## src/rtl/madf_pkg.sv

```systemverilog
`default_nettype none

package madf_pkg;

    localparam int unsigned DEFAULT_WINDOW = 16;

    localparam int unsigned SAMPLE_W = 10;
    localparam int unsigned LEVEL_W  = 11;
    localparam int unsigned DEV_W    = 11;
    localparam int unsigned CHAN_W   = 2;

    localparam logic [SAMPLE_W-1:0] RING_INIT    = SAMPLE_W'(511);
    localparam logic [SAMPLE_W-1:0] THRESH_RESET = SAMPLE_W'(100);
    localparam logic [LEVEL_W-1:0]  FULL_LEVEL   = LEVEL_W'(1024);
    localparam logic [CHAN_W-1:0]   LATEST_CHAN  = CHAN_W'(0);

    // floor(9*x/10) == (x * 9 * 13108) >> 17, exact for 9*x < 16384
    localparam int unsigned DECAY_MUL   = 117972;
    localparam int unsigned DECAY_MUL_W = 17;
    localparam int unsigned DECAY_SHIFT = 17;
    localparam int unsigned DECAY_PROD_W = LEVEL_W + DECAY_MUL_W;

    typedef enum logic {
        FUNC_SAMPLE = 1'b0,
        FUNC_TICK   = 1'b1
    } func_t;

    function automatic logic [LEVEL_W-1:0] decay_level(input logic [LEVEL_W-1:0] lvl);
        logic [DECAY_PROD_W-1:0] prod;
        prod = DECAY_PROD_W'(lvl) * DECAY_PROD_W'(DECAY_MUL);
        return prod[DECAY_SHIFT +: LEVEL_W];
    endfunction

endpackage

`default_nettype wire

```

## src/rtl/moving_average_deviation_flash_core.sv

```systemverilog
// Output: a frame tick beat's result shows on m_* in the cycle after acceptance.
// Throughput: one beat per cycle on s_*; the output register is refilled in the
//   cycle it drains, so the input stalls only while m_valid is high and m_ready low.
// Reset (aresetn low, synchronous): ring reads as 511 everywhere via per-entry
//   valid bits, threshold 100, level/latest/average 0. No clearing pass.
`default_nettype none

module moving_average_deviation_flash_core #(
    parameter int unsigned WINDOW = madf_pkg::DEFAULT_WINDOW
) (
    input  wire logic                             aclk,
    input  wire logic                             aresetn,

    input  wire logic                             cfg_wr_en,
    input  wire logic [madf_pkg::SAMPLE_W-1:0]    cfg_wr_data,

    input  wire logic                             s_valid,
    output logic                                  s_ready,
    input  wire logic                             s_func,
    input  wire logic [madf_pkg::CHAN_W-1:0]      s_channel,
    input  wire logic [madf_pkg::SAMPLE_W-1:0]    s_sample,

    output logic                                  m_valid,
    input  wire logic                             m_ready,
    output logic [madf_pkg::LEVEL_W-1:0]          m_drive_level,
    output logic signed [madf_pkg::DEV_W-1:0]     m_deviation,
    output logic                                  m_triggered
);
    import madf_pkg::*;

    // Window geometry
    localparam int unsigned SLOT_W  = (WINDOW > 1) ? $clog2(WINDOW) : 1;
    localparam int unsigned TOTAL_W = $clog2(WINDOW * 1023 + 1);

    // Average by reciprocal: q = (total * RECIP) >> (TOTAL_W + SLOT_W), exact
    // for any TOTAL_W-bit total with RECIP = ceil(2^(TOTAL_W+SLOT_W) / WINDOW).
    localparam int unsigned AVG_SHIFT = TOTAL_W + SLOT_W;
    localparam int unsigned RECIP_W   = TOTAL_W + 1;
    localparam logic [63:0] RECIP_WIDE =
        ((64'd1 << AVG_SHIFT) + 64'(WINDOW) - 64'd1) / 64'(WINDOW);
    localparam logic [RECIP_W-1:0] RECIP = RECIP_WIDE[RECIP_W-1:0];
    localparam int unsigned PROD_W = TOTAL_W + RECIP_W;

    localparam logic [TOTAL_W-1:0] TOTAL_INIT = TOTAL_W'(511 * WINDOW);
    localparam logic [SLOT_W-1:0]  SLOT_LAST  = SLOT_W'(WINDOW - 1);

    // Handshake
    logic accept;
    logic is_tick;
    logic is_sample;

    // State
    logic [SAMPLE_W-1:0] thresh_reg;
    logic [SAMPLE_W-1:0] latest_reg,  latest_next;
    logic [TOTAL_W-1:0]  total_reg,   total_next;
    logic [SLOT_W-1:0]   slot_reg,    slot_next;
    logic                avg_live_reg;          // average is 0 until first sample
    logic [LEVEL_W-1:0]  level_reg,   level_next;

    // Ring: memory plus per-entry valid bits; read data is for the slot to be
    // overwritten next (prefetched one sample ahead).
    logic [SAMPLE_W-1:0] ring_mem [WINDOW];
    logic [WINDOW-1:0]   ring_valid_reg;
    logic [SAMPLE_W-1:0] rd_data_reg;
    logic                rd_valid_reg;
    logic [SAMPLE_W-1:0] oldest;

    // Datapath
    logic [PROD_W-1:0]         avg_prod;
    logic [SAMPLE_W-1:0]       average;
    logic signed [DEV_W-1:0]   dev;
    logic signed [DEV_W-1:0]   dev_abs;
    logic [SAMPLE_W-1:0]       mag;
    logic                      trig;

    // Output register
    logic                      m_valid_reg;
    logic [LEVEL_W-1:0]        m_level_reg;
    logic signed [DEV_W-1:0]   m_dev_reg;
    logic                      m_trig_reg;

    assign s_ready   = !m_valid_reg || m_ready;
    assign accept    = s_valid && s_ready;
    assign is_tick   = (func_t'(s_func) == FUNC_TICK);
    assign is_sample = (func_t'(s_func) == FUNC_SAMPLE);

    // Sample path: latest first, then push it, total = total - oldest + latest
    assign oldest      = rd_valid_reg ? rd_data_reg : RING_INIT;
    assign latest_next = (s_channel == LATEST_CHAN) ? s_sample : latest_reg;
    assign total_next  = total_reg - TOTAL_W'(oldest) + TOTAL_W'(latest_next);
    assign slot_next   = (slot_reg == SLOT_LAST) ? '0 : slot_reg + SLOT_W'(1);

    // Tick path: average from the registered total, deviation, compare
    assign avg_prod = PROD_W'(total_reg) * PROD_W'(RECIP);
    assign average  = avg_live_reg ? avg_prod[AVG_SHIFT +: SAMPLE_W] : '0;
    assign dev      = $signed({1'b0, latest_reg}) - $signed({1'b0, average});
    assign dev_abs  = dev[DEV_W-1] ? -dev : dev;
    assign mag      = dev_abs[SAMPLE_W-1:0];
    assign trig     = (mag > thresh_reg);
    assign level_next = trig ? FULL_LEVEL : decay_level(level_reg);

    always_ff @(posedge aclk) begin
        if (!aresetn) begin
            thresh_reg     <= THRESH_RESET;
            latest_reg     <= '0;
            total_reg      <= TOTAL_INIT;
            slot_reg       <= '0;
            avg_live_reg   <= 1'b0;
            level_reg      <= '0;
            ring_valid_reg <= '0;
            rd_valid_reg   <= 1'b0;
            m_valid_reg    <= 1'b0;
        end else begin
            if (cfg_wr_en) begin
                thresh_reg <= cfg_wr_data;
            end
            if (accept && is_sample) begin
                latest_reg               <= latest_next;
                total_reg                <= total_next;
                slot_reg                 <= slot_next;
                avg_live_reg             <= 1'b1;
                ring_valid_reg[slot_reg] <= 1'b1;
                rd_valid_reg             <= ring_valid_reg[slot_next];
            end
            // a tick refills the output register, else a drained beat empties it
            if (accept && is_tick) begin
                level_reg   <= level_next;
                m_valid_reg <= 1'b1;
            end else if (m_valid_reg && m_ready) begin
                m_valid_reg <= 1'b0;
            end
        end
    end

    // Ring storage and prefetch read; slot_next differs from slot_reg whenever WINDOW > 1
    always_ff @(posedge aclk) begin
        if (accept && is_sample) begin
            ring_mem[slot_reg] <= latest_next;
            rd_data_reg        <= ring_mem[slot_next];
        end
    end

    // Result payload
    always_ff @(posedge aclk) begin
        if (accept && is_tick) begin
            m_level_reg <= level_next;
            m_dev_reg   <= dev;
            m_trig_reg  <= trig;
        end
    end

    assign m_valid       = m_valid_reg;
    assign m_drive_level = m_level_reg;
    assign m_deviation   = m_dev_reg;
    assign m_triggered   = m_trig_reg;

`ifndef SYNTH
    // Trigger forces full level; decay never reaches full
    a_trig_full: assert property (@(posedge aclk) disable iff (!aresetn)
        m_valid && m_triggered |-> m_drive_level == FULL_LEVEL)
        else $error("triggered beat without full level");

    a_decay_below: assert property (@(posedge aclk) disable iff (!aresetn)
        m_valid && !m_triggered |-> m_drive_level < FULL_LEVEL)
        else $error("untriggered beat at or above full level");

    // A sample beat never produces a result
    a_sample_silent: assert property (@(posedge aclk) disable iff (!aresetn)
        accept && is_sample && !m_valid_reg |=> !m_valid_reg)
        else $error("sample beat raised m_valid");

    // Running total stays within the window's range
    a_total_range: assert property (@(posedge aclk) disable iff (!aresetn)
        32'(total_reg) <= WINDOW * 1023)
        else $error("window total out of range");

    // Level register mirrors the last emitted beat
    a_level_match: assert property (@(posedge aclk) disable iff (!aresetn)
        m_valid_reg |-> m_level_reg == level_reg)
        else $error("output level differs from level state");
`endif

endmodule

`default_nettype wire

```

## config.mk

```make
export PLATFORM = sky130hd
export DESIGN_NAME = moving_average_deviation_flash_core
export DESIGN_NICKNAME = d
export VERILOG_FILES = /design/src/rtl/madf_pkg.sv /design/src/rtl/moving_average_deviation_flash_core.sv
export SDC_FILE = /design/constraint.sdc
export NUM_CORES = 1
export LEC_CHECK = 0
export ABC_AREA = 1
export BUFFER_PORTS_ARGS = -buffer_cell sky130_fd_sc_hd__buf_4
export CAP_MARGIN = 20
export CELL_PAD_IN_SITES_DETAIL_PLACEMENT = 0
export CELL_PAD_IN_SITES_GLOBAL_PLACEMENT = 1
export CORE_ASPECT_RATIO = 0.8
export CORE_MARGIN = 3
export CORE_UTILIZATION = 49
export CTS_CLUSTER_SIZE = 8
export DETAILED_ROUTE_END_ITERATION = 8
export HOLD_SLACK_MARGIN = 0.06
export PLACE_DENSITY_LB_ADDON = 0.2
export SLEW_MARGIN = 5
export SYNTH_ARGS = -nofsm -noshare
export SYNTH_HDL_FRONTEND = slang
export SYNTH_SLANG_ARGS = --single-unit
```

## constraint.sdc

```tcl
create_clock -name aclk -period 4.9 [get_ports aclk]
set_input_delay 0.49 -clock aclk [delete_from_list [all_inputs] [get_ports aclk]]
set_output_delay 0.49 -clock aclk [all_outputs]
set_load 0.02 [all_outputs]
```

# [Yosys cells after proc, flatten, opt, wreduce, memory -nomap -nowiden]
# Memories as Yosys holds them, arrays and structs flattened. A register that Yosys moved wholly into a read port is not among the register bits.
# Index checks and enable logic that the tools add are counted.
[op_classes] addsub=5 n_mul=1 n_lt_le_gt_ge=4 n_eq_ne=1 mux=14 bitwise_logic=2 reduce_logical=9
[ops] operator="$mux W10" count=4
[ops] operator="$mul A11 B15 Y26 const B" count=1
[ops] operator="$or A16 B16 Y16" count=1
[ops] operator="$add A14 B10 Y14" count=1
[ops] operator="$sub A14 B10 Y14" count=1
[ops] operator="$mux W11" count=1
[ops] operator="$sub A10 B10 Y11" count=1
[ops] operator="$gt A10 B10 Y1" count=1
[ops] operator="$lt A4 B5 Y1 const B" count=2
[ops] operator="$neg A10 Y10" count=1
[ops] operator="$mux W1" count=6
[ops] operator="$logic_and A1 B1 Y1" count=5
[ops] operator="$add A4 B1 Y4 const B" count=1
[ops] operator="$bmux W1 S4" count=1
[ops] operator="$demux W1 S4" count=1
[ops] operator="$eq A4 B4 Y1 const B" count=1
[ops] operator="$ge A4 B1 Y1 const B" count=1
[ops] operator="$mux W4" count=1
[ops] operator="$logic_not A2 Y1" count=1
[ops] operator="$reduce_bool A2 Y1" count=1
[ops] operator="$logic_not A1 Y1" count=1
[ops] operator="$logic_or A1 B1 Y1" count=1
[ops] operator="$not A1 Y1" count=1
[word_totals] ff_bits=91 mem_bits_rw=160 inputBits=28 word_cells=49 n_memories=1
[memory_table] name="ring_mem" depth=16 width=10 rd=1 rd_clocked_by_memory_dff=1 write_ports=1 line_no="moving_average_deviation_flash_core.sv:62" source="logic [SAMPLE_W-1:0] ring_mem [WINDOW];"

# [Depth between registers and ports, before layout]
# Gate-level depths: netlist of run 1.
[depth] ltp_word=6 mapped_depth=28

# [Worst setup path after synthesis of run 1]
# Ideal clock, no wire load.
[synth_path] path_kind="register to register" start="register level_reg[9]" end="register m_level_reg[8], in the netlist m_drive_level[8], data pin" arrival_time_ps=4209 required_ps=4648 slack_ps=439 path_stages_with_launch=16 cell_sequence="dfxtp_1 -> inv_1 -> ha_1 -> fa_1 -> fa_1 -> fa_1 -> fa_1 -> inv_1 -> ha_1 -> a21oi_1 -> a21boi_0 -> nand2_1 -> nand2_1 -> nand4_1 -> nand3_1 -> inv_1"
[synth_between] elab_chain_cells=2
[synth_lines] element="from (decl)" line_no="moving_average_deviation_flash_core.sv:58" source="logic [LEVEL_W-1:0] level_reg, level_next;"
[synth_lines] element="from (signal assigned)" line_no="moving_average_deviation_flash_core.sv:127" source="level_reg <= level_next;"
[synth_lines] element="$mul A11 B15 Y26" line_no="madf_pkg.sv:30" source="prod = DECAY_PROD_W'(lvl) * DECAY_PROD_W'(DECAY_MUL);"
[synth_lines] element="$mux W11" line_no="moving_average_deviation_flash_core.sv:100" source="assign level_next = trig ? FULL_LEVEL : decay_level(level_reg);"
[synth_lines] element="net level_next[8]" line_no="moving_average_deviation_flash_core.sv:58"
[synth_lines] element="to (signal assigned)" line_no="moving_average_deviation_flash_core.sv:146" source="m_level_reg <= level_next;"
[synth_lines] element="to (decl)" line_no="moving_average_deviation_flash_core.sv:78" source="logic [LEVEL_W-1:0] m_level_reg;"
# The timed path passes the listed nets, and every way through them passes these cells.
# A chain may end at the register's enable or synchronous reset.

# [Final worst setup path of run 1]
[layout_path] start="register level_reg[3]" end="register m_level_reg[6], in the netlist m_drive_level[6], data pin"
# Same word-level chain as after synthesis.

==> flow_metrics.py, run 1 <==
metrics = {
    "flow_run": {
        "drv.max_cap_violation_count": 0,
    },
    "die": {
        "dieArea_sq_um": 33030,
        "initial_utilization_pct": 50.69,
        "row_count": 56,
        "num_io_pins": 53,
        "core_region_area_sq_um": 29850,
        "fp.dieW_um": 202.5,
        "fp.dieH_um": 163.2,
    },
    "sta": {
        "finalCritPeriodShare_pct": 94.65,
        "timing_max_transition_violations_final": 0,
        "final_setup_violating_endpoints": 0,
        "setup_tns_ns": 0,
        "grt_setup_unrepaired": "no",
        "timing.fmax_mhz": 215.6,
        "fin_skew_ns": 0.02168,
        "setup_ws_ns": 0.2620,
        "tightest_slew_ns": 1.091,
        "fin_crit_ns": 4.638,
        "hold_violations": 0,
        "worst_slew_margin_rel_pct": 26.98,
    },
    "yosys": {
        "netlist_area_sq_um": 15130,
        "ys.flop_type": "edfxtp_1",
        "synthSimpleGateAreaFrac_pct": 15.04,
        "netlist.top_cell.by_area": "edfxtp_1",
        "yosysTopAreaCellShare_pct": 38.31,
        "syn_inst": 1585,
        "synth_enable_flop_cells": 193,
        "syn_nets": 1794,
        "post-synth-top-count-cell": "nand2_1",
        "synthMuxAreaShare_pct": 0,
        "yosys.area_share.adder_pct": 17.80,
        "xor_and_xnor_area_share_after_synthesis_pct": 1.158,
        "synth_compound_area_share_pct": 11.42,
        "postSynthRegisterBits": 261,
        "seq_area_frac_synth_pct": 47.30,
        "synth_top_family_by_area": "adder cells",
        "post_synth_num_cell_types": 40,
        "yosys_warnings": 0,
        "avgSynthCellArea_sq_um": 9.545,
        "async_reset_ff_share_pct": 0,
        "post_synth_main_area_contributors": "edfxtp_1 38%, ha_1 10%, dfxtp_1 9.0%",
        "netlist_top_cells_count": "234 x nand2_1, 213 x inv_1, 193 x edfxtp_1",
    },
    "finish": {
        "final_cells": 2091,
        "fin_nets": 1875,
        "flow.area_growth_from_synthesis_pct": 13.35,
        "finish.instance_area_sq_um": 17150,
        "largest_register_ff_count": 160,
        "num-fill-cells": 2666,
        "drive_gt1_share_pct": 9.318,
        "insertedDiodeCount": 0,
    },
    "run_status": {
        "outcome": "finished clean",
    },
    "routing": {
        "drc_violations_left": 0,
        "wl_per_cell_um": 17.41,
        "antenna_violating_nets_post_route": 0,
        "dr.pass1.iters": 5,
        "route.vias.total": 11220,
        "drt_iter0_markers": 661,
        "route.detailed.vias_per_inst": 5.364,
        "routed_wl_um": 36400,
    },
    "min_path": {
        "hp-start": "cfg_wr_data[6]",
        "hold-path-cell-count": 3,
        "worst_hold_path_type": "in2reg",
        "hold_end": "thresh_reg[6]$_SDFFE_PN1P_",
    },
    "global_route": {
        "antenna_found_initial": 0,
        "first_global_vias": 10960,
        "grtUsageTotal_pct": 22.27,
        "grt_first_pass_wirelength_um": 58420,
        "globalRoute.totalOverflow": 0,
        "grt_max_degree": 92,
    },
    "worst_setup_path": {
        "cells_along_the_critical_path": "buf_4 > fa_1 > inv_1 > fa_1 > fa_1 > inv_1 > fa_1 > ha_1 > ha_1 > nand2_1 > inv_1 > nand2_1 > nor3_1 > nand4_1 > nand3_1 > nand2_1 > nand3_1 > inv_1",
        "master_of_the_slowest_instance_on_the_critical_path": "fa_1",
        "worst-endpoint-required_ns": 5.18,
        "rrSetupSlack_ns": 0.26,
        "rr_worst_depth": 18,
        "cp_slowest_stage_delay_ns": 0.51,
        "crit_type": "reg2reg",
        "reg2reg_to": "m_drive_level[6]$_DFFE_PP_",
        "crit-reg2reg-launch": "level_reg[3]$_SDFFE_PN0P_",
        "arrival_ns": 4.91,
        "critical_path.max_fanout": 6,
        "worst_setup_path_end_kind": "flip-flop",
        "cp-start-kind": "flip-flop",
    },
    "clock_network": {
        "clock_insertion_delay_at_the_later_pin_of_the_skew_report_ns": 0.53,
        "cts-buffers-inserted": 38,
        "cts_tree": "built",
        "cts_max_path_buffers": 3,
        "cts_root_buffer": "clkbuf_16",
        "cts_hold_buffers": 0,
        "htree_levels": 2,
        "cts.sink_count": 261,
        "cts_post_setup_buffers_inserted": 0,
        "clk_transition_reported_paths_ns": 0.05,
    },
    "placement": {
        "dpl.cell_count": 2029,
        "place_ws_ns": 0.04536,
        "place.gp.congestion": 0.8930,
        "post_dp_cell_area_sq_um": 16060,
        "io_buf_count": 52,
        "place.detailed.hpwl_um": 25250,
    },
    "power": {
        "p_leak_nw": 7.548,
        "power.density_cell_area_nw_per_um2": 421.6,
        "worst_ir_drop_vdd_uv": 357.8,
    },
}
[critical path, delay by kind of cell, from the launching register on]
kind / cells / cell delay [ns]
flops: 1 / 0.36
buf+inv: 5 / 0.44
fa+ha+maj: 6 / 2.70
simple gates: 7 / 0.85
[report_power, final]
part	leakage [nW]	switching (mW)	internal [mW]
registers	2.34	0.0575	2.52
logic	4.70	1.48	0.810
clock network	0.510	0.934	1.43
total	7.55	2.47	4.75
[placed cells by master (no fill, tap or decap), types with 2 or more instances in the layout]
cell type,n
or2_2,3
nand2_1,234
dfxtp_2,2
a21oi_1,91
nand4_1,12
inv_2,2
o211ai_1,8
ha_1,124
clkinv_1,4
nor3_2,4
o21bai_1,6
buf_4,92
fa_1,57
xor2_1,16
o22ai_1,11
o21ai_1,16
nand3_1,85
clkbuf_16,38
a211oi_1,2
a31oi_1,3
o21a_1,5
nor2_1,175
o21ai_0,135
clkbuf_1,18
inv_1,213
nor2_2,7
o221ai_1,23
dfxtp_1,66
edfxtp_1,193
a21o_1,5
nand3b_1,7
xnor2_1,4
nor3_1,12
[cells by family after synthesis]
logic type	after synthesis
compound gates	308
xor+xnor	20
fa+ha+maj	181
buf+inv	272
simple gates	543
flops	261
[timing repair]
action,in CTS,in global routing
resized for setup,0,4
endpoints found under the hold margin,0,0
setup endpoints to repair,0,14
[metal layers]
metal | track usage [%] | part of all wire, % | wire [um] | vias to the layer above
met5 | 0 | 0 | 0 | -
met4 | 5.571 | 1.7 | 616 | 0
met3 | 3.566 | 5.4 | 1956 | 52
met2 | 37.36 | 46 | 16840 | 295
met1 | 30.55 | 47 | 16980 | 5342
li1 | - | - | - | 5527
[stage by stage]
step | hold slack (ns) | power, mW | util [%]
after floorplan | 0.4349 | 4.255 | -
after global placement | 0.4463 | 4.858 | 53.79
after detailed placement | 0.4546 | 4.886 | 53.79
after CTS | 0.1513 | 7.278 | 57.34
after global routing | 0.1727 | 7.713 | 57.45
final | 0.1748 | 7.229 | 57.45
[area by class of cell]
type	count	area, sq um	area share (%)
Clock inverter	3	41.29	0.2408
Tap cell	406	508.0	2.962
Multi-Input combinational cell	1052	6892	40.19
Inverter	220	828.3	4.830
Clock buffer	56	1018	5.939
Timing Repair Buffer	93	701.9	4.093
Sequential cell	261	7159	41.75
[worst max path at each step]
stage | cells past startpoint | slack [ns] | end | start
6_report | 18 | 0.26 | m_drive_level[6]$_DFFE_PP_ | level_reg[3]$_SDFFE_PN0P_
5_1_grt | 19 | 0.02 | m_drive_level[6]$_DFFE_PP_ | level_reg[9]$_SDFFE_PN0P_
3_5_place_dp | 15 | 0.05 | m_drive_level[8]$_DFFE_PP_ | level_reg[9]$_SDFFE_PN0P_
2_1_floorplan | 15 | 0.44 | m_drive_level[8]$_DFFE_PP_ | level_reg[9]$_SDFFE_PN0P_
4_1_cts | 15 | 0.03 | m_drive_level[8]$_DFFE_PP_ | level_reg[9]$_SDFFE_PN0P_
3_3_place_gp | 15 | 0.19 | m_drive_level[8]$_DFFE_PP_ | level_reg[9]$_SDFFE_PN0P_
Power figures use the tool's default switching activity.
==> run 2: changes to the inputs <==
--- a/config.mk
+++ b/config.mk
@@ -5,14 +5,13 @@
 export SDC_FILE = /design/constraint.sdc
 export NUM_CORES = 1
 export LEC_CHECK = 0
-export ABC_AREA = 1
 export BUFFER_PORTS_ARGS = -buffer_cell sky130_fd_sc_hd__buf_4
 export CAP_MARGIN = 20
 export CELL_PAD_IN_SITES_DETAIL_PLACEMENT = 0
 export CELL_PAD_IN_SITES_GLOBAL_PLACEMENT = 1
 export CORE_ASPECT_RATIO = 0.8
 export CORE_MARGIN = 3
-export CORE_UTILIZATION = 49
+export CORE_UTILIZATION = 50
 export CTS_CLUSTER_SIZE = 8
 export DETAILED_ROUTE_END_ITERATION = 8
 export HOLD_SLACK_MARGIN = 0.06
==> run 2 against run 1 <==
Critical path depth decreased by 2. Via count shrank 14%. Synthesized cell count is 23% lower. First-iteration DRC count down 6.8%. Die area fell by 4.9%. Worst setup slack got worse by 0.072 ns. Critical path type unchanged. Register-to-register slack got worse by 0.07 ns. Largest cell class unchanged. Cell count is 17% lower.
==> flow_metrics.py, run 2 <==
metrics = {
    "min_path": {
        "hold_end": "thresh_reg[6]$_SDFFE_PN1P_",
        "hold-path-cell-count": 3,
        "hp-start": "cfg_wr_data[6]",
        "worst_hold_path_type": "in2reg",
    },
    "worst_setup_path": {
        "critical_path.max_fanout": 6,
        "reg2reg_to": "m_drive_level[6]$_DFFE_PP_",
        "arrival_ns": 4.97,
        "cp-start-kind": "flip-flop",
        "crit-reg2reg-launch": "level_reg[10]$_SDFFE_PN0P_",
        "crit_type": "reg2reg",
        "worst-endpoint-required_ns": 5.16,
        "worst_setup_path_end_kind": "flip-flop",
        "rrSetupSlack_ns": 0.19,
        "rr_worst_depth": 16,
    },
    "routing": {
        "drt_iter0_markers": 616,
        "drc_violations_left": 0,
        "route.detailed.vias_per_inst": 5.558,
        "dr.pass1.iters": 5,
        "routed_wl_um": 34500,
        "antenna_violating_nets_post_route": 0,
        "wl_per_cell_um": 19.92,
        "route.vias.total": 9626,
    },
    "yosys": {
        "post_synth_num_cell_types": 64,
        "post-synth-top-count-cell": "edfxtp_1",
        "seq_area_frac_synth_pct": 48.83,
        "avgSynthCellArea_sq_um": 11.97,
        "syn_inst": 1224,
        "async_reset_ff_share_pct": 0,
        "postSynthRegisterBits": 261,
        "netlist_area_sq_um": 14660,
        "netlist.top_cell.by_area": "edfxtp_1",
        "ys.flop_type": "edfxtp_1",
        "post_synth_main_area_contributors": "edfxtp_1 40%, ha_1 11%, dfxtp_1 9.3%",
        "netlist_top_cells_count": "193 x edfxtp_1, 128 x inv_1, 124 x ha_1, 124 x nand2_1, 86 x nor2_1",
        "yosysTopAreaCellShare_pct": 39.54,
        "yosys_warnings": 0,
        "synth_enable_flop_cells": 193,
        "syn_nets": 1433,
    },
    "power": {
        "clock_network_power_share_pct": 36.8,
        "power.density_cell_area_nw_per_um2": 380.4,
        "internal-power_mw": 4.610,
        "worst_ir_drop_vdd_uv": 185.3,
        "p_leak_nw": 7.157,
        "power.share.combinational_pct": 24.5,
        "p_sw_share_pct": 29.37,
        "p_seq_share_pct": 38.7,
        "p_sw_mw": 1.917,
    },
    "sta": {
        "worst_slew_margin_rel_pct": 33.52,
        "setup_tns_ns": 0,
        "setup_ws_ns": 0.1901,
        "hold_violations": 0,
        "finalCritPeriodShare_pct": 96.12,
        "hold_ws_ns": 0.1900,
        "timing_max_transition_violations_final": 0,
        "timing.fmax_mhz": 212.3,
        "fin_crit_ns": 4.710,
        "final_setup_violating_endpoints": 0,
        "fin_skew_ns": 0.02211,
        "tightest_slew_ns": 0.9972,
    },
    "clock_network": {
        "cts.sink_count": 261,
        "clock_insertion_delay_at_the_later_pin_of_the_skew_report_ns": 0.53,
        "cts_root_buffer": "clkbuf_16",
        "cts_tree": "built",
        "cts-buffers-inserted": 38,
        "cts_max_path_buffers": 3,
        "clk_transition_reported_paths_ns": 0.05,
        "htree_levels": 2,
    },
    "finish": {
        "multi_input_comb_area_sq_um": 7069,
        "final-seq-area_sq_um": 7168,
        "largest_register_ff_count": 160,
        "final_cells": 1732,
        "num-fill-cells": 2339,
        "fin_nets": 1543,
        "final_common_cell": "edfxtp_1",
        "drive_gt1_share_pct": 17.99,
        "flow.area_growth_from_synthesis_pct": 17.06,
        "insertedDiodeCount": 0,
        "layout_common_cells": "193 x edfxtp_1, 127 x inv_1, 123 x nand2_1",
    },
    "global_route": {
        "first_global_vias": 9542,
        "antenna_found_initial": 0,
        "grt_first_pass_wirelength_um": 54570,
        "globalRoute.totalOverflow": 0,
        "grtUsageTotal_pct": 22.16,
        "grt_max_degree": 46,
    },
    "placement": {
        "place_ws_ns": -0.08430,
        "place.gp.congestion": 0.8508,
        "place.detailed.hpwl_um": 24400,
        "dpl.cell_count": 1663,
        "io_buf_count": 52,
    },
    "die": {
        "fp.dieW_um": 197.4,
        "row_count": 55,
        "core_region_area_sq_um": 28560,
        "initial_utilization_pct": 51.32,
        "dieArea_sq_um": 31420,
        "num_io_pins": 53,
        "fp.dieH_um": 159.1,
    },
    "flow_run": {
        "drv.max_cap_violation_count": 0,
    },
    "run_status": {
        "outcome": "finished clean",
    },
}
run 2: cell types whose count changed after synthesis, sizes merged, moves of 30 or more:
| cell | before | now |
|---|---|---|
| nor2 | 182 | 86 |
| nand2 | 237 | 124 |
| nand3 | 85 | 12 |
| inv | 216 | 130 |
| mux4 | 0 | 30 |
| o21ai | 151 | 30 |
| a21oi | 92 | 51 |
run 2: final cells by class:
type / instances / share of cell area [%]
clock buffers: 64 / 6.111
clock inverters: 4 / 0.3938
inverters: 130 / 2.844
multi-input cells: 790 / 41.20
flip-flops and latches: 261 / 41.78
well taps: 370 / 2.698
repair buffers: 113 / 4.966
run 2: cell families (layout without fill, tap and decap cells):
| kind of cell | after synthesis | after routing | synth area share (%) |
|---|---|---|---|
| AO/OA/AOI/OAI | 205 | 205 | 9.536 |
| XOR/XNOR | 44 | 44 | 2.681 |
| adder cells (fa/ha/maj) | 181 | 181 | 18.37 |
| buffers and inverters | 173 | 311 | 4.678 |
| flip-flops | 261 | 261 | 48.83 |
| multiplexers | 58 | 58 | 6.676 |
| AND/OR/NAND/NOR | 302 | 302 | 9.228 |
run 2: power groups by stage:
stage	sequential [mW]	clock, mW	combinational, mW
final	2.53	2.40	1.60
after global routing	2.53	2.54	1.82
after CTS	2.52	2.44	1.54
after detailed placement	2.57	0	1.53
after global placement	2.57	0	1.51
after floorplan	2.59	0	0.997
run 2: worst max path at each step:
stage                                     from                     endpoint  depth (start not counted)
floorplan            level_reg[9]$_SDFFE_PN0P_   m_drive_level[7]$_DFFE_PP_                         15
global placement     level_reg[6]$_SDFFE_PN0P_    level_reg[7]$_SDFFE_PN0P_                         15
detailed placement   level_reg[3]$_SDFFE_PN0P_   m_drive_level[5]$_DFFE_PP_                         17
CTS                  level_reg[3]$_SDFFE_PN0P_   m_drive_level[5]$_DFFE_PP_                         17
global route        level_reg[10]$_SDFFE_PN0P_  m_drive_level[10]$_DFFE_PP_                         16
finish              level_reg[10]$_SDFFE_PN0P_   m_drive_level[6]$_DFFE_PP_                         16
run 2: timing repair:
item	CTS	global route
pin swaps	1	13
setup endpoints to repair	8	21
hold buffers	0	0
buffers inserted	0	1
gates resized for setup	2	44
run 2: layer usage:
layer / routed length [um] / GRT usage [%] / vias up / part of all wire [%]
li1: - / - / 4591 / -
met5: 0 / 0 / - / 0
met3: 1642 / 3.385 / 47 / 4.8
met1: 17000 / 34.48 / 4758 / 49
met4: 555 / 4.566 / 0 / 1.6
met2: 15300 / 33.17 / 230 / 44
run 2: metrics by stage:
step	utilization [%]	cell area [sq um]	total power, mW
after CTS	59.32	16940	6.503
after detailed placement	55.39	15820	4.092
after global placement	55.39	15820	4.073
final	60.07	17160	6.527
after global routing	60.07	17160	6.891
after floorplan	-	14660	3.589
run 2: critical path, cell delays in order, from the launching register on:
cell	delay, ns
dfxtp_1	0.39
buf_6	0.16
ha_1	0.19
xor2_1	0.15
ha_1	0.26
fa_1	0.49
fa_1	0.54
inv_1	0.05
fa_1	0.51
inv_1	0.05
ha_1	0.29
nand2_1	0.07
or4b_4	0.57
a211oi_4	0.29
o22ai_1	0.14
xor2_1	0.21
nor2_1	0.07
==> run 3: changes to the inputs <==
--- a/config.mk
+++ b/config.mk
@@ -5,15 +5,17 @@
 export SDC_FILE = /design/constraint.sdc
 export NUM_CORES = 1
 export LEC_CHECK = 0
+export ABC_AREA = 1
 export BUFFER_PORTS_ARGS = -buffer_cell sky130_fd_sc_hd__buf_4
 export CAP_MARGIN = 20
 export CELL_PAD_IN_SITES_DETAIL_PLACEMENT = 0
 export CELL_PAD_IN_SITES_GLOBAL_PLACEMENT = 1
 export CORE_ASPECT_RATIO = 0.8
 export CORE_MARGIN = 3
-export CORE_UTILIZATION = 50
+export CORE_UTILIZATION = 49
 export CTS_CLUSTER_SIZE = 8
 export DETAILED_ROUTE_END_ITERATION = 8
+export GPL_TIMING_DRIVEN = 0
 export HOLD_SLACK_MARGIN = 0.06
 export PLACE_DENSITY_LB_ADDON = 0.2
 export SLEW_MARGIN = 5
==> run 3 against run 2 <==
Global-route usage grew 1.8 points. Total power grew 12%. Die area is 5.1% higher. Register-to-register slack improved by 0.11 ns. Sequential cell count is the same. Non-clock buffer count increased by 15. Fmax increased by 2.4%. Critical path depth shrank 1. Clock power about the same. Worst hold slack got worse by 0.011 ns. Combinational power increased by 44%. Largest power group unchanged.
==> flow_metrics.py, run 3 (same netlist as run 1, synthesis figures left out) <==
metrics = {
    "run_status": {
        "outcome": "finished clean",
    },
    "die": {
        "row_count": 56,
        "dieArea_sq_um": 33030,
        "initial_utilization_pct": 50.69,
        "fp.dieW_um": 202.5,
        "num_io_pins": 53,
        "fp.dieH_um": 163.2,
        "core_region_area_sq_um": 29850,
    },
    "sta": {
        "finalCritPeriodShare_pct": 93.89,
        "timing_max_transition_violations_final": 0,
        "fin_crit_ns": 4.600,
        "setup_tns_ns": 0,
        "setup_ws_ns": 0.2996,
        "final_setup_violating_endpoints": 0,
        "worst_slew_margin_rel_pct": 33.22,
        "fin_skew_ns": 0.01912,
        "hold_violations": 0,
        "grt_setup_unrepaired": "no",
        "timing.fmax_mhz": 217.4,
        "tightest_slew_ns": 1.002,
        "hold_ws_ns": 0.1793,
    },
    "global_route": {
        "grtUsageTotal_pct": 23.98,
        "grt_max_degree": 33,
        "grt_first_pass_wirelength_um": 61820,
        "globalRoute.totalOverflow": 0,
        "first_global_vias": 11100,
        "antenna_found_initial": 0,
    },
    "finish": {
        "multi_input_comb_area_sq_um": 6920,
        "fin_nets": 1910,
        "layout_common_cells": "234 x nand2_1, 213 x inv_1, 193 x edfxtp_1",
        "final-seq-area_sq_um": 7172,
        "largest_register_ff_count": 160,
        "insertedDiodeCount": 0,
        "final_common_cell": "nand2_1",
        "flow.area_growth_from_synthesis_pct": 15.19,
        "num-fill-cells": 2652,
        "drive_gt1_share_pct": 10.17,
    },
    "routing": {
        "dr.pass1.iters": 5,
        "drt_iter0_markers": 792,
        "antenna_violating_nets_post_route": 0,
        "drc_violations_left": 0,
        "routed_wl_um": 38980,
        "route.detailed.vias_per_inst": 5.349,
        "route.vias.total": 11370,
        "wl_per_cell_um": 18.33,
    },
    "worst_setup_path": {
        "crit_path_frequent_cell": "fa_1",
        "arrival_ns": 4.89,
        "crit-reg2reg-launch": "level_reg[5]$_SDFFE_PN0P_",
        "critical_path.max_fanout": 7,
        "cp_slowest_stage_delay_ns": 0.54,
        "crit_type": "reg2reg",
        "worst_setup_path_end_kind": "flip-flop",
        "cp-start-kind": "flip-flop",
        "cells_along_the_critical_path": "ha_1 > inv_1 > fa_1 > fa_1 > fa_1 > fa_1 > inv_1 > ha_1 > a21oi_1 > a21boi_1 > nand2_1 > nand2_1 > nand4_1 > nand3_1 > inv_1",
        "worst-endpoint-required_ns": 5.19,
        "critical_path.startpoint": "level_reg[5]$_SDFFE_PN0P_",
        "master_of_the_slowest_instance_on_the_critical_path": "fa_1",
    },
    "placement": {
        "place_ws_ns": -0.1035,
        "io_buf_count": 52,
        "place.detailed.hpwl_um": 29260,
        "place.gp.congestion": 0.8716,
    },
    "clock_network": {
        "cts_root_buffer": "clkbuf_16",
        "clock_insertion_delay_at_the_later_pin_of_the_skew_report_ns": 0.53,
        "cts_hold_buffers": 0,
        "htree_levels": 2,
        "cts_max_path_buffers": 3,
        "cts-buffers-inserted": 38,
        "clk_transition_reported_paths_ns": 0.05,
        "cts_tree": "built",
        "cts.sink_count": 261,
    },
    "power": {
        "power.density_cell_area_nw_per_um2": 417.8,
        "design_power_total_mw": 7.281,
        "worst_ir_drop_vdd_uv": 331.7,
        "p_leak_nw": 7.640,
    },
    "min_path": {
        "hp-start": "cfg_wr_data[6]",
        "worst_hold_path_type": "in2reg",
    },
    "flow_run": {
        "drv.max_cap_violation_count": 0,
    },
}
-- run 3: repair_timing --
action	CTS	global route
endpoints found under the setup margin	6	21
buffers inserted	0	3
gates resized for setup	3	10
-- run 3: area by class of cell --
| cell class | count | area share (%) |
|---|---|---|
| well taps | 406 | 2.915 |
| flip-flops and latches | 261 | 41.15 |
| inverters | 220 | 4.753 |
| multi-input cells | 1052 | 39.71 |
| clock buffers | 56 | 5.901 |
| plain buffers | 52 | 1.572 |
| repair buffers | 76 | 3.661 |
| clock inverters | 3 | 0.3374 |
-- run 3: final timing paths --
kind | endpoint | slack, ns | depth (start not counted)
worst min register to register | avg_live_reg$_SDFFE_PN0P_ | 0.46 | 1
worst max-delay path | m_drive_level[8]$_DFFE_PP_ | 0.30 | 15
worst min-delay path | thresh_reg[6]$_SDFFE_PN1P_ | 0.18 | 3
worst max register to register | m_drive_level[8]$_DFFE_PP_ | 0.30 | 15
-- run 3: per-stage QoR --
step,util [%],cells,instance area (sq um)
after floorplan,-,1585,15130
after global placement,53.70,2043,16030
after global routing,58.39,2126,17430
final,58.39,2126,17430
after detailed placement,54.59,2064,16300
after CTS,58.25,2123,17390
-- run 3: per-layer routing --
metal / track usage, % / vias to the layer above / routed length, um
li1: - / 5597 / -
met5: 0 / - / 0
met3: 3.746 / 50 / 2623
met2: 38.02 / 369 / 17360
met1: 34.85 / 5356 / 18290
met4: 5.980 / 0 / 706
-- run 3: critical path, delay by kind of cell (launching register included) --
family | cells | cell delay (ns)
buf+inv | 3 | 0.19
compound gates | 2 | 0.58
simple gates | 4 | 0.42
fa+ha+maj | 6 | 2.67
flops | 1 | 0.49
-- run 3: power breakdown --
| part | total [mW] | leakage (nW) | switching [mW] | internal [mW] |
|---|---|---|---|---|
| combinational | 2.30 | 4.78 | 1.49 | 0.817 |
| sequential | 2.59 | 2.34 | 0.0729 | 2.52 |
| clock | 2.39 | 0.521 | 0.940 | 1.45 |
